`src/design/dtno_pkg.sv`:
```
package dtno_pkg;

  localparam int CFG_IDX_W  = 3;
  localparam int CFG_DATA_W = 16;
  localparam int Q_DEPTH    = 4;

  // register indexes on the configuration port
  localparam logic [CFG_IDX_W-1:0] REG_NOTE_NUMBER      = 3'd0;
  localparam logic [CFG_IDX_W-1:0] REG_NOTE_VELOCITY    = 3'd1;
  localparam logic [CFG_IDX_W-1:0] REG_ANALOG_CHANNEL   = 3'd2;
  localparam logic [CFG_IDX_W-1:0] REG_DIGITAL_CHANNEL  = 3'd3;
  localparam logic [CFG_IDX_W-1:0] REG_CC_ON_NUMBER     = 3'd4;
  localparam logic [CFG_IDX_W-1:0] REG_CC_CHANNEL       = 3'd5;
  localparam logic [CFG_IDX_W-1:0] REG_NOTE_DURATION_MS = 3'd6;
  localparam logic [CFG_IDX_W-1:0] REG_DEBOUNCE_MS      = 3'd7;

  // register reset values
  localparam logic [6:0]  RST_NOTE_NUMBER      = 7'd60;
  localparam logic [6:0]  RST_NOTE_VELOCITY    = 7'd100;
  localparam logic [4:0]  RST_ANALOG_CHANNEL   = 5'd1;
  localparam logic [4:0]  RST_DIGITAL_CHANNEL  = 5'd2;
  localparam logic [6:0]  RST_CC_ON_NUMBER     = 7'd2;
  localparam logic [4:0]  RST_CC_CHANNEL       = 5'd16;
  localparam logic [15:0] RST_NOTE_DURATION_MS = 16'd5000;
  localparam logic [15:0] RST_DEBOUNCE_MS      = 16'd250;

  // message kinds
  localparam logic [1:0] KIND_ON  = 2'd0;
  localparam logic [1:0] KIND_OFF = 2'd1;
  localparam logic [1:0] KIND_CC  = 2'd2;

  localparam logic       ACTION_START = 1'b0;
  localparam logic [6:0] CC_VALUE     = 7'd1;

  typedef struct packed {
    logic [6:0]  note_number;
    logic [6:0]  note_velocity;
    logic [4:0]  analog_channel;
    logic [4:0]  digital_channel;
    logic [6:0]  cc_on_number;
    logic [4:0]  cc_channel;
    logic [15:0] note_duration_ms;
    logic [15:0] debounce_ms;
  } cfg_t;

  // burst that the front end hands to the back end
  typedef enum logic [1:0] {
    OP_START,
    OP_TRIGGER,
    OP_EXPIRE
  } op_t;

  // flag: START -> digital note active, TRIGGER -> analog off first,
  //       EXPIRE -> analog on at the end
  typedef struct packed {
    op_t  op;
    logic flag;
  } desc_t;

  typedef struct packed {
    logic  push;
    desc_t desc;
  } q_wr_t;

  typedef struct packed {
    logic full;
    logic empty;
  } q_stat_t;

endpackage

```
`src/design/dtno_ifs.sv`:
```
interface dtno_in_if;
  logic valid;
  logic ready;
  logic action;
  logic pin_level;
  logic ms_tick;

  modport source (output valid, output action, output pin_level, output ms_tick,
                  input ready);
  modport sink   (input valid, input action, input pin_level, input ms_tick,
                  output ready);
endinterface

interface dtno_out_if;
  logic       valid;
  logic       ready;
  logic [1:0] msg_kind;
  logic [4:0] msg_channel;
  logic [6:0] msg_number;
  logic [6:0] msg_value;
  logic       out_pin_level;
  logic       last_of_run;

  modport source (output valid, output msg_kind, output msg_channel, output msg_number,
                  output msg_value, output out_pin_level, output last_of_run,
                  input ready);
  modport sink   (input valid, input msg_kind, input msg_channel, input msg_number,
                  input msg_value, input out_pin_level, input last_of_run,
                  output ready);
endinterface

```
`src/design/dtno_front.sv`:
```
module dtno_front #(
  parameter int TIMER_WIDTH = 16
) (
  input  logic                clk,
  input  logic                rst_n,
  dtno_in_if.sink             in_ch,
  input  dtno_pkg::cfg_t      cfg,
  input  dtno_pkg::q_stat_t   q_stat,
  output dtno_pkg::q_wr_t     q_wr
);

  localparam int CW = (TIMER_WIDTH > 16) ? TIMER_WIDTH : 16;

  logic                   analog_r, analog_nxt;
  logic                   digital_r, digital_nxt;
  logic                   pending_r, pending_nxt;
  logic                   accepted_r, accepted_nxt;
  logic [TIMER_WIDTH-1:0] note_ms_r, note_ms_nxt;
  logic [TIMER_WIDTH-1:0] deb_ms_r, deb_ms_nxt;

  logic                   take;
  logic [TIMER_WIDTH-1:0] note_ms_t, deb_ms_t;
  logic                   note_done, deb_done;

  assign in_ch.ready = !q_stat.full;
  assign take        = in_ch.valid && in_ch.ready;

  // timers advance before the item is looked at
  always_comb begin
    note_ms_t = note_ms_r;
    deb_ms_t  = deb_ms_r;
    if (in_ch.ms_tick) begin
      if (note_ms_r != '1) note_ms_t = note_ms_r + 1'b1;
      if (deb_ms_r != '1)  deb_ms_t  = deb_ms_r + 1'b1;
    end
  end

  assign note_done = CW'(note_ms_t) >= CW'(cfg.note_duration_ms);
  assign deb_done  = CW'(deb_ms_t) >= CW'(cfg.debounce_ms);

  always_comb begin
    analog_nxt   = analog_r;
    digital_nxt  = digital_r;
    pending_nxt  = pending_r;
    accepted_nxt = accepted_r;
    note_ms_nxt  = note_ms_t;
    deb_ms_nxt   = deb_ms_t;
    q_wr.push    = 1'b0;
    q_wr.desc.op   = dtno_pkg::OP_START;
    q_wr.desc.flag = 1'b0;

    if (in_ch.action == dtno_pkg::ACTION_START) begin
      if (!analog_r) begin
        q_wr.push      = 1'b1;
        q_wr.desc.op   = dtno_pkg::OP_START;
        q_wr.desc.flag = digital_r;
        analog_nxt     = 1'b1;
      end
    end else begin
      if (digital_r && note_done) begin
        q_wr.push      = 1'b1;
        q_wr.desc.op   = dtno_pkg::OP_EXPIRE;
        q_wr.desc.flag = !analog_r;
        digital_nxt    = 1'b0;
        analog_nxt     = 1'b1;
        note_ms_nxt    = '0;
      end
      // no debounce can be pending right after an expiry
      if (!digital_nxt) begin
        if (pending_r) begin
          if (!in_ch.pin_level) begin
            pending_nxt = 1'b0;
          end else if (deb_done) begin
            pending_nxt    = 1'b0;
            accepted_nxt   = 1'b1;
            q_wr.push      = 1'b1;
            q_wr.desc.op   = dtno_pkg::OP_TRIGGER;
            q_wr.desc.flag = analog_nxt;
            analog_nxt     = 1'b0;
            digital_nxt    = 1'b1;
            note_ms_nxt    = '0;
          end
        end else if (in_ch.pin_level != accepted_r) begin
          if (in_ch.pin_level) begin
            pending_nxt = 1'b1;
            deb_ms_nxt  = '0;
          end else begin
            accepted_nxt = 1'b0;
          end
        end
      end
    end

    if (!take) begin
      analog_nxt   = analog_r;
      digital_nxt  = digital_r;
      pending_nxt  = pending_r;
      accepted_nxt = accepted_r;
      note_ms_nxt  = note_ms_r;
      deb_ms_nxt   = deb_ms_r;
      q_wr.push    = 1'b0;
    end
  end

  always_ff @(posedge clk) begin
    if (!rst_n) begin
      analog_r   <= 1'b0;
      digital_r  <= 1'b0;
      pending_r  <= 1'b0;
      accepted_r <= 1'b0;
      note_ms_r  <= '0;
      deb_ms_r   <= '0;
    end else begin
      analog_r   <= analog_nxt;
      digital_r  <= digital_nxt;
      pending_r  <= pending_nxt;
      accepted_r <= accepted_nxt;
      note_ms_r  <= note_ms_nxt;
      deb_ms_r   <= deb_ms_nxt;
    end
  end

`ifndef SYNTHESIS
  a_no_push_full: assert property (@(posedge clk) disable iff (!rst_n)
    q_wr.push |-> !q_stat.full)
    else $error("burst pushed into full queue");

  a_no_pending_digital: assert property (@(posedge clk) disable iff (!rst_n)
    digital_r |-> !pending_r)
    else $error("debounce pending during digital note");

  a_rise_trigger: assert property (@(posedge clk) disable iff (!rst_n)
    $rose(digital_r) |-> $past(q_wr.push && q_wr.desc.op == dtno_pkg::OP_TRIGGER))
    else $error("digital note started without trigger burst");

  a_fall_expire: assert property (@(posedge clk) disable iff (!rst_n)
    $fell(digital_r) |-> $past(q_wr.push && q_wr.desc.op == dtno_pkg::OP_EXPIRE))
    else $error("digital note ended without expiry burst");
`endif

endmodule

```
`src/design/dtno_queue.sv`:
```
module dtno_queue (
  input  logic              clk,
  input  logic              rst_n,
  input  dtno_pkg::q_wr_t   q_wr,
  input  logic              pop,
  output dtno_pkg::q_stat_t q_stat,
  output dtno_pkg::desc_t   head
);

  localparam int AW = $clog2(dtno_pkg::Q_DEPTH);

  dtno_pkg::desc_t mem_r [dtno_pkg::Q_DEPTH];
  logic [AW-1:0]   wr_ptr_r, rd_ptr_r;
  logic [AW:0]     count_r;
  logic            do_push, do_pop;

  assign q_stat.full  = (count_r == (AW+1)'(dtno_pkg::Q_DEPTH));
  assign q_stat.empty = (count_r == '0);
  assign do_push      = q_wr.push && !q_stat.full;
  assign do_pop       = pop && !q_stat.empty;
  assign head         = mem_r[rd_ptr_r];

  always_ff @(posedge clk) begin
    if (do_push) mem_r[wr_ptr_r] <= q_wr.desc;
  end

  always_ff @(posedge clk) begin
    if (!rst_n) begin
      wr_ptr_r <= '0;
      rd_ptr_r <= '0;
      count_r  <= '0;
    end else begin
      if (do_push) wr_ptr_r <= wr_ptr_r + 1'b1;
      if (do_pop)  rd_ptr_r <= rd_ptr_r + 1'b1;
      case ({do_push, do_pop})
        2'b10:   count_r <= count_r + 1'b1;
        2'b01:   count_r <= count_r - 1'b1;
        default: count_r <= count_r;
      endcase
    end
  end

endmodule

```
`src/design/dtno_back.sv`:
```
module dtno_back (
  input  logic              clk,
  input  logic              rst_n,
  input  dtno_pkg::cfg_t    cfg,
  input  dtno_pkg::q_stat_t q_stat,
  input  dtno_pkg::desc_t   head,
  output logic              pop,
  dtno_out_if.source        out_ch
);

  logic       valid_r;
  logic [1:0] step_r;
  logic [1:0] kind_r, kind_nxt;
  logic [4:0] chan_r, chan_nxt;
  logic [6:0] num_r, num_nxt;
  logic [6:0] val_r, val_nxt;
  logic       pin_r, pin_nxt;
  logic       last_r, last_nxt;

  logic       adv;
  logic [1:0] eff;

  assign adv = !q_stat.empty && (!valid_r || out_ch.ready);
  assign pop = adv && last_nxt;

  // a trigger without a sounding analog note skips the analog note off
  assign eff = (head.op == dtno_pkg::OP_TRIGGER && !head.flag) ? step_r + 2'd1 : step_r;

  always_comb begin
    kind_nxt = dtno_pkg::KIND_ON;
    chan_nxt = cfg.analog_channel;
    num_nxt  = cfg.note_number;
    val_nxt  = cfg.note_velocity;
    pin_nxt  = 1'b0;
    last_nxt = 1'b1;
    unique case (head.op)
      dtno_pkg::OP_START: begin
        pin_nxt = head.flag;
      end
      dtno_pkg::OP_TRIGGER: begin
        case (eff)
          2'd0: begin
            kind_nxt = dtno_pkg::KIND_OFF;
            last_nxt = 1'b0;
          end
          2'd1: begin
            chan_nxt = cfg.digital_channel;
            pin_nxt  = 1'b1;
            last_nxt = 1'b0;
          end
          default: begin
            kind_nxt = dtno_pkg::KIND_CC;
            chan_nxt = cfg.cc_channel;
            num_nxt  = cfg.cc_on_number;
            val_nxt  = dtno_pkg::CC_VALUE;
            pin_nxt  = 1'b1;
          end
        endcase
      end
      dtno_pkg::OP_EXPIRE: begin
        case (eff)
          2'd0: begin
            kind_nxt = dtno_pkg::KIND_OFF;
            chan_nxt = cfg.digital_channel;
            last_nxt = 1'b0;
          end
          2'd1: begin
            kind_nxt = dtno_pkg::KIND_CC;
            chan_nxt = cfg.cc_channel;
            num_nxt  = cfg.cc_on_number + 7'd1;
            val_nxt  = dtno_pkg::CC_VALUE;
            last_nxt = !head.flag;
          end
          default: begin
          end
        endcase
      end
      default: begin
      end
    endcase
  end

  always_ff @(posedge clk) begin
    if (!rst_n) begin
      valid_r <= 1'b0;
      step_r  <= '0;
    end else begin
      if (adv) begin
        valid_r <= 1'b1;
        step_r  <= last_nxt ? 2'd0 : step_r + 2'd1;
      end else if (out_ch.ready) begin
        valid_r <= 1'b0;
      end
    end
  end

  always_ff @(posedge clk) begin
    if (adv) begin
      kind_r <= kind_nxt;
      chan_r <= chan_nxt;
      num_r  <= num_nxt;
      val_r  <= val_nxt;
      pin_r  <= pin_nxt;
      last_r <= last_nxt;
    end
  end

  assign out_ch.valid         = valid_r;
  assign out_ch.msg_kind      = kind_r;
  assign out_ch.msg_channel   = chan_r;
  assign out_ch.msg_number    = num_r;
  assign out_ch.msg_value     = val_r;
  assign out_ch.out_pin_level = pin_r;
  assign out_ch.last_of_run   = last_r;

`ifndef SYNTHESIS
  a_step_has_head: assert property (@(posedge clk) disable iff (!rst_n)
    (step_r != 2'd0) |-> !q_stat.empty)
    else $error("burst in progress with empty queue");
`endif

endmodule

```
`src/design/debounced_trigger_note_oneshot_top.sv`:
```
// Debounced trigger one-shot note sequencer. The input channel takes one transaction per
// cycle (start command or sensor poll) as long as the 4-entry burst queue has room; the
// front end updates the debounce and note timers and the note state in that same cycle.
// Each input causes zero to three messages, which the back end sends from the queue one
// per cycle while the receiver is ready, through a registered output, so one input per
// cycle is sustained unless bursts of two or three messages or receiver stalls fill the
// queue, and the output drain then sets the pace. Configuration registers are written
// through cfg_we/cfg_idx/cfg_data and must only change while no messages are outstanding.
module debounced_trigger_note_oneshot_top #(
  parameter int TIMER_WIDTH = 16
) (
  input  logic                              clk,
  input  logic                              rst_n,
  dtno_in_if.sink                           in_ch,
  dtno_out_if.source                        out_ch,
  input  logic                              cfg_we,
  input  logic [dtno_pkg::CFG_IDX_W-1:0]    cfg_idx,
  input  logic [dtno_pkg::CFG_DATA_W-1:0]   cfg_data
);

  dtno_pkg::cfg_t    cfg_r;
  dtno_pkg::q_wr_t   q_wr;
  dtno_pkg::q_stat_t q_stat;
  dtno_pkg::desc_t   head;
  logic              pop;

  always_ff @(posedge clk) begin
    if (!rst_n) begin
      cfg_r.note_number      <= dtno_pkg::RST_NOTE_NUMBER;
      cfg_r.note_velocity    <= dtno_pkg::RST_NOTE_VELOCITY;
      cfg_r.analog_channel   <= dtno_pkg::RST_ANALOG_CHANNEL;
      cfg_r.digital_channel  <= dtno_pkg::RST_DIGITAL_CHANNEL;
      cfg_r.cc_on_number     <= dtno_pkg::RST_CC_ON_NUMBER;
      cfg_r.cc_channel       <= dtno_pkg::RST_CC_CHANNEL;
      cfg_r.note_duration_ms <= dtno_pkg::RST_NOTE_DURATION_MS;
      cfg_r.debounce_ms      <= dtno_pkg::RST_DEBOUNCE_MS;
    end else if (cfg_we) begin
      unique case (cfg_idx)
        dtno_pkg::REG_NOTE_NUMBER:      cfg_r.note_number      <= cfg_data[6:0];
        dtno_pkg::REG_NOTE_VELOCITY:    cfg_r.note_velocity    <= cfg_data[6:0];
        dtno_pkg::REG_ANALOG_CHANNEL:   cfg_r.analog_channel   <= cfg_data[4:0];
        dtno_pkg::REG_DIGITAL_CHANNEL:  cfg_r.digital_channel  <= cfg_data[4:0];
        dtno_pkg::REG_CC_ON_NUMBER:     cfg_r.cc_on_number     <= cfg_data[6:0];
        dtno_pkg::REG_CC_CHANNEL:       cfg_r.cc_channel       <= cfg_data[4:0];
        dtno_pkg::REG_NOTE_DURATION_MS: cfg_r.note_duration_ms <= cfg_data[15:0];
        dtno_pkg::REG_DEBOUNCE_MS:      cfg_r.debounce_ms      <= cfg_data[15:0];
        default: begin
        end
      endcase
    end
  end

  dtno_front #(
    .TIMER_WIDTH (TIMER_WIDTH)
  ) u_front (
    .clk    (clk),
    .rst_n  (rst_n),
    .in_ch  (in_ch),
    .cfg    (cfg_r),
    .q_stat (q_stat),
    .q_wr   (q_wr)
  );

  dtno_queue u_queue (
    .clk    (clk),
    .rst_n  (rst_n),
    .q_wr   (q_wr),
    .pop    (pop),
    .q_stat (q_stat),
    .head   (head)
  );

  dtno_back u_back (
    .clk    (clk),
    .rst_n  (rst_n),
    .cfg    (cfg_r),
    .q_stat (q_stat),
    .head   (head),
    .pop    (pop),
    .out_ch (out_ch)
  );

endmodule

```
`src/flat_wrapper.sv`:
```
// flat-port wrapper written by rule: the top's interface ports become plain ports
module debounced_trigger_note_oneshot_top_flat 
#(
  parameter int TIMER_WIDTH = 16
)
  (clk, rst_n, cfg_we, cfg_idx, cfg_data, in_ch_valid, in_ch_action, in_ch_pin_level, in_ch_ms_tick, in_ch_ready, out_ch_valid, out_ch_msg_kind, out_ch_msg_channel, out_ch_msg_number, out_ch_msg_value, out_ch_out_pin_level, out_ch_last_of_run, out_ch_ready);
  dtno_in_if in_ch_i ();
  dtno_out_if out_ch_i ();
  input  logic clk;
  input  logic rst_n;
  input  logic cfg_we;
  input  logic [dtno_pkg::CFG_IDX_W-1:0] cfg_idx;
  input  logic [dtno_pkg::CFG_DATA_W-1:0] cfg_data;
  input wire logic [$bits(in_ch_i.valid)-1:0] in_ch_valid;
  input wire logic [$bits(in_ch_i.action)-1:0] in_ch_action;
  input wire logic [$bits(in_ch_i.pin_level)-1:0] in_ch_pin_level;
  input wire logic [$bits(in_ch_i.ms_tick)-1:0] in_ch_ms_tick;
  output wire logic [$bits(in_ch_i.ready)-1:0] in_ch_ready;
  output wire logic [$bits(out_ch_i.valid)-1:0] out_ch_valid;
  output wire logic [$bits(out_ch_i.msg_kind)-1:0] out_ch_msg_kind;
  output wire logic [$bits(out_ch_i.msg_channel)-1:0] out_ch_msg_channel;
  output wire logic [$bits(out_ch_i.msg_number)-1:0] out_ch_msg_number;
  output wire logic [$bits(out_ch_i.msg_value)-1:0] out_ch_msg_value;
  output wire logic [$bits(out_ch_i.out_pin_level)-1:0] out_ch_out_pin_level;
  output wire logic [$bits(out_ch_i.last_of_run)-1:0] out_ch_last_of_run;
  input wire logic [$bits(out_ch_i.ready)-1:0] out_ch_ready;
  assign in_ch_i.valid = in_ch_valid;
  assign in_ch_i.action = in_ch_action;
  assign in_ch_i.pin_level = in_ch_pin_level;
  assign in_ch_i.ms_tick = in_ch_ms_tick;
  assign in_ch_ready = in_ch_i.ready;
  assign out_ch_valid = out_ch_i.valid;
  assign out_ch_msg_kind = out_ch_i.msg_kind;
  assign out_ch_msg_channel = out_ch_i.msg_channel;
  assign out_ch_msg_number = out_ch_i.msg_number;
  assign out_ch_msg_value = out_ch_i.msg_value;
  assign out_ch_out_pin_level = out_ch_i.out_pin_level;
  assign out_ch_last_of_run = out_ch_i.last_of_run;
  assign out_ch_i.ready = out_ch_ready;
  debounced_trigger_note_oneshot_top #(.TIMER_WIDTH(TIMER_WIDTH)) u_core (.clk(clk), .rst_n(rst_n), .in_ch(in_ch_i), .out_ch(out_ch_i), .cfg_we(cfg_we), .cfg_idx(cfg_idx), .cfg_data(cfg_data));
endmodule
```
`config.mk`:
```
export PLATFORM = sky130hd
export DESIGN_NAME = debounced_trigger_note_oneshot_top_flat
export DESIGN_NICKNAME = d
export VERILOG_FILES = /design/src/design/dtno_pkg.sv /design/src/design/dtno_ifs.sv /design/src/design/dtno_front.sv /design/src/design/dtno_queue.sv /design/src/design/dtno_back.sv /design/src/design/debounced_trigger_note_oneshot_top.sv /design/src/flat_wrapper.sv
export SDC_FILE = /design/constraint.sdc
export NUM_CORES = 1
export LEC_CHECK = 0
export BUFFER_PORTS_ARGS = -buffer_cell sky130_fd_sc_hd__buf_2
export CAP_MARGIN = 5
export CORE_UTILIZATION = 35
export CTS_BUF_LIST = sky130_fd_sc_hd__clkbuf_4
export DETAILED_ROUTE_END_ITERATION = 8
export HOLD_SLACK_MARGIN = 0.15
export PLACE_DENSITY = 0.56
export SLEW_MARGIN = 30
export SYNTH_ARGS = -nofsm -noshare
export SYNTH_HDL_FRONTEND = slang
export SYNTH_SLANG_ARGS = --single-unit
```
`constraint.sdc`:
```
create_clock -name clk -period 5.05 [get_ports clk]
set_input_delay 0.505 -clock clk [delete_from_list [all_inputs] [get_ports clk]]
set_output_delay 0.505 -clock clk [all_outputs]
set_load 0.005 [all_outputs]
```
==> results.toml <==
[synth]
yosysWarningCount = 0
synth_top_cell_by_area = "dfxtp_1"
synth_cell_types = 65
ys_seq_area_frac = 0.4193
syn_nets = 966
syn_inst = 895
async_reset_ff_frac = 0
syn_avg_cell_area_um2 = 8.988
synth_area_mm2 = 0.008044
synthMostInstantiatedCell = "nand2_1"
synth-edff-count = 35
synth_top_area_frac = 0.2887
ys.flop_type = "dfxtp_1"
ys_seq_elements = 151
yosys-top-cells-area = "dfxtp_1, edfxtp_1, nand2_1"
synth_commonest_cells = "nand2_1, dfxtp_1, inv_1"

[floorplan]
dieWidth_um = 153.6
io_pins = 52
initial_core_util = 0.3564
rows = 55
coreArea_mm2 = 0.02257
die_area_mm2 = 0.02359
die_y_um = 153.6

[global_routing]
grt_usage = 0.1609
grt_pass1_vias = 5951
grt_max_degree = 55
grt_pass1_wl_um = 30300
grt_overflow_total = 0
antenna_found_initial = 1

[critical_path]
rrSetupSlack_ps = 300
end_kind = "flip-flop"
cp.required_ps = 5560
critPathKind = "reg2reg"
worstReg2RegEnd = "u_core.u_queue.count_r[2]$_SDFFE_PN0P_"
cp-start-kind = "flip-flop"
r2r-start = "u_core.u_front.note_ms_r[0]$_SDFFE_PN0P_"
critPathMaxFanout = 6
cp.arrival_ps = 5270
r2r_cells = 19

[placed_design]
gp_congestion = 0.8044
hpwl_um = 13190
post_dp_cell_area_mm2 = 0.008544
port_buffers = 51

[sta]
hold_viol = 0
slew_headroom = 0.3849
fmax_ghz = 0.2103
maxSlewViolCount = 0
setup_viol = 0
period_minus_slack_ps = 4754
finClkSkew_ps = 22.27
tightest_slew_ps = 915.6
fin_crit_sh = 0.9415
setup_tns_ps = 0
rsz0062_at_grt = "no"

[cts]
clk_latency_ps = 580
ctsRootBufferMaster = "clkbuf_4"
cts.sinks = 151
h-tree-depth = 4
cts_tree = "done"
cts_buffer_depth = 2
path_clk_slew_ps = 160
numCtsBuffers = 17

[power]
p_int_uw = 2013
swShare = 0.3405
power_frac_seq = 0.492
power_density_mw_per_mm2 = 342.5
clkPwrFrac = 0.266
vdd_drop_max_mv = 0.1469
switchingPower_uw = 1039
comb_power_share = 0.242
p_leak_uw = 0.003517

[detailed_routing]
wl_per_cell_um = 14.96
drt_iter0_markers = 356
via_count = 6273
routed_via_density = 5.100
firstDrtPassIters = 5
drc_errors = 0
drt_wl_total_um = 18400
ant_nets = 0

[min_path]
min_path_type = "in2reg"
whs_path_depth = 3
holdPathEnd = "u_core.cfg_r[9]$_SDFFE_PN0P_"
hp-start = "cfg_data[9]"

[cells_and_area]
fill_cells = 2304
fin_area_mm2 = 0.008911
final_util = 0.3948
finalNetCount = 1002
layout-drive-gt1-share = 0.1261
area_growth_pct = 10.78

[run_status]
status = "finished clean"

[flow_run]
maxCapViolations = 0
-- cell type report --
class	count	area (um2)	area share
antenna	1	2.502	0.0002808
clock buffer	17	127.6	0.01432
clock inverter	15	178.9	0.02008
inverter	55	206.4	0.02317
multi-input combinational	643	4305	0.4832
sequential	151	3373	0.3785
tap	285	356.6	0.04002
timing repair buffer	63	360.3	0.04044
-- metrics by stage --
step	hold slack [ps]	power (uW)	setup slack, ps	cells
floorplan	432.3	2024	196.4	895
global placement	444.1	2271	318.9	1194
detailed placement	449.9	2277	188.7	1194
CTS	150.4	3096	164.3	1227
global route	156.7	3240	4.659	1230
finish	179.0	3052	295.5	1230
-- sequential cells by signal, indices dropped and copies added, names as in the netlist, 3 cells and up, named ones only --
| name | count |
|---|---|
| u_core.u_back.out_ch.msg_channel | 5 |
| u_core.cfg_r | 68 |
| u_core.u_queue.count_r | 3 |
| u_core.u_front.deb_ms_r | 16 |
| u_core.u_back.out_ch.msg_value | 7 |
| u_core.u_front.note_ms_r | 16 |
| u_core.u_queue.mem_r | 12 |
| u_core.u_back.out_ch.msg_number | 7 |
-- worst max path at each step --
stage / endpoint / start / slack (ps)
6_report: u_core.u_queue.count_r[2]$_SDFFE_PN0P_ / u_core.u_front.note_ms_r[0]$_SDFFE_PN0P_ / 300
5_1_grt: u_core.u_queue.count_r[2]$_SDFFE_PN0P_ / u_core.u_front.deb_ms_r[0]$_SDFFE_PN0P_ / 5
2_1_floorplan: u_core.u_queue.count_r[2]$_SDFFE_PN0P_ / u_core.u_front.note_ms_r[0]$_SDFFE_PN0P_ / 200
4_1_cts: u_core.u_queue.count_r[2]$_SDFFE_PN0P_ / u_core.u_front.note_ms_r[0]$_SDFFE_PN0P_ / 160
3_3_place_gp: u_core.u_queue.count_r[2]$_SDFFE_PN0P_ / u_core.u_front.note_ms_r[0]$_SDFFE_PN0P_ / 320
3_5_place_dp: u_core.u_queue.count_r[2]$_SDFFE_PN0P_ / u_core.u_front.note_ms_r[0]$_SDFFE_PN0P_ / 190
-- metal layers --
layer	track usage	vias to the layer above	wire, um
met1	0.2127	2941	9013
li1	-	3217	-
met4	0.04429	0	209
met5	0	-	0
met3	0.03100	14	584
met2	0.2667	101	8596
-- critical path, cell delays in order (launching register included) --
cell	delay, ps
dfxtp_1	450
ha_1	260
nand3_1	110
or3_1	410
o31a_1	390
mux2_2	320
ha_1	290
nor2b_1	140
o211a_1	190
o311ai_0	310
a21oi_1	180
o21ai_1	210
o21ai_1	130
inv_1	80
ha_1	180
inv_1	60
fa_1	370
xor2_1	150
or3_1	300
a21boi_0	170
-- what timing repair did --
| item | in CTS | in global routing |
|---|---|---|
| endpoints found under the hold margin | 1 | 0 |
| gates resized for setup | 0 | 6 |
| endpoints found under the setup margin | 0 | 2 |
| hold buffers | 1 | 0 |
| buffers inserted | 0 | 1 |
-- power by group through the flow --
stage | clock (uW) | sequential, uW | combinational (uW)
floorplan | 0 | 1520 | 503
global placement | 0 | 1530 | 741
detailed placement | 0 | 1530 | 746
CTS | 843 | 1500 | 749
global route | 891 | 1520 | 828
finish | 810 | 1500 | 739
-- cells by family after synthesis --
kind of cell	after synthesis	synth area share
simple gates	353	0.2089
buf+inv	101	0.04900
compound gates	172	0.1585
fa+ha+maj	44	0.06937
mux	37	0.05226
xor+xnor	37	0.04262
flops	151	0.4194
-- cell usage in the layout, fill, tap and decap left out, types with 26 or more instances in the layout --
master,instances
edfxtp_1,35
a21boi_0,34
xnor2_1,27
nand2_1,164
ha_1,43
dfxtp_1,116
nor2_1,41
nor2b_1,26
buf_2,51
inv_1,55
nand3_1,32
mux2i_1,30
Note: power is estimated with default switching activity, not from simulation.
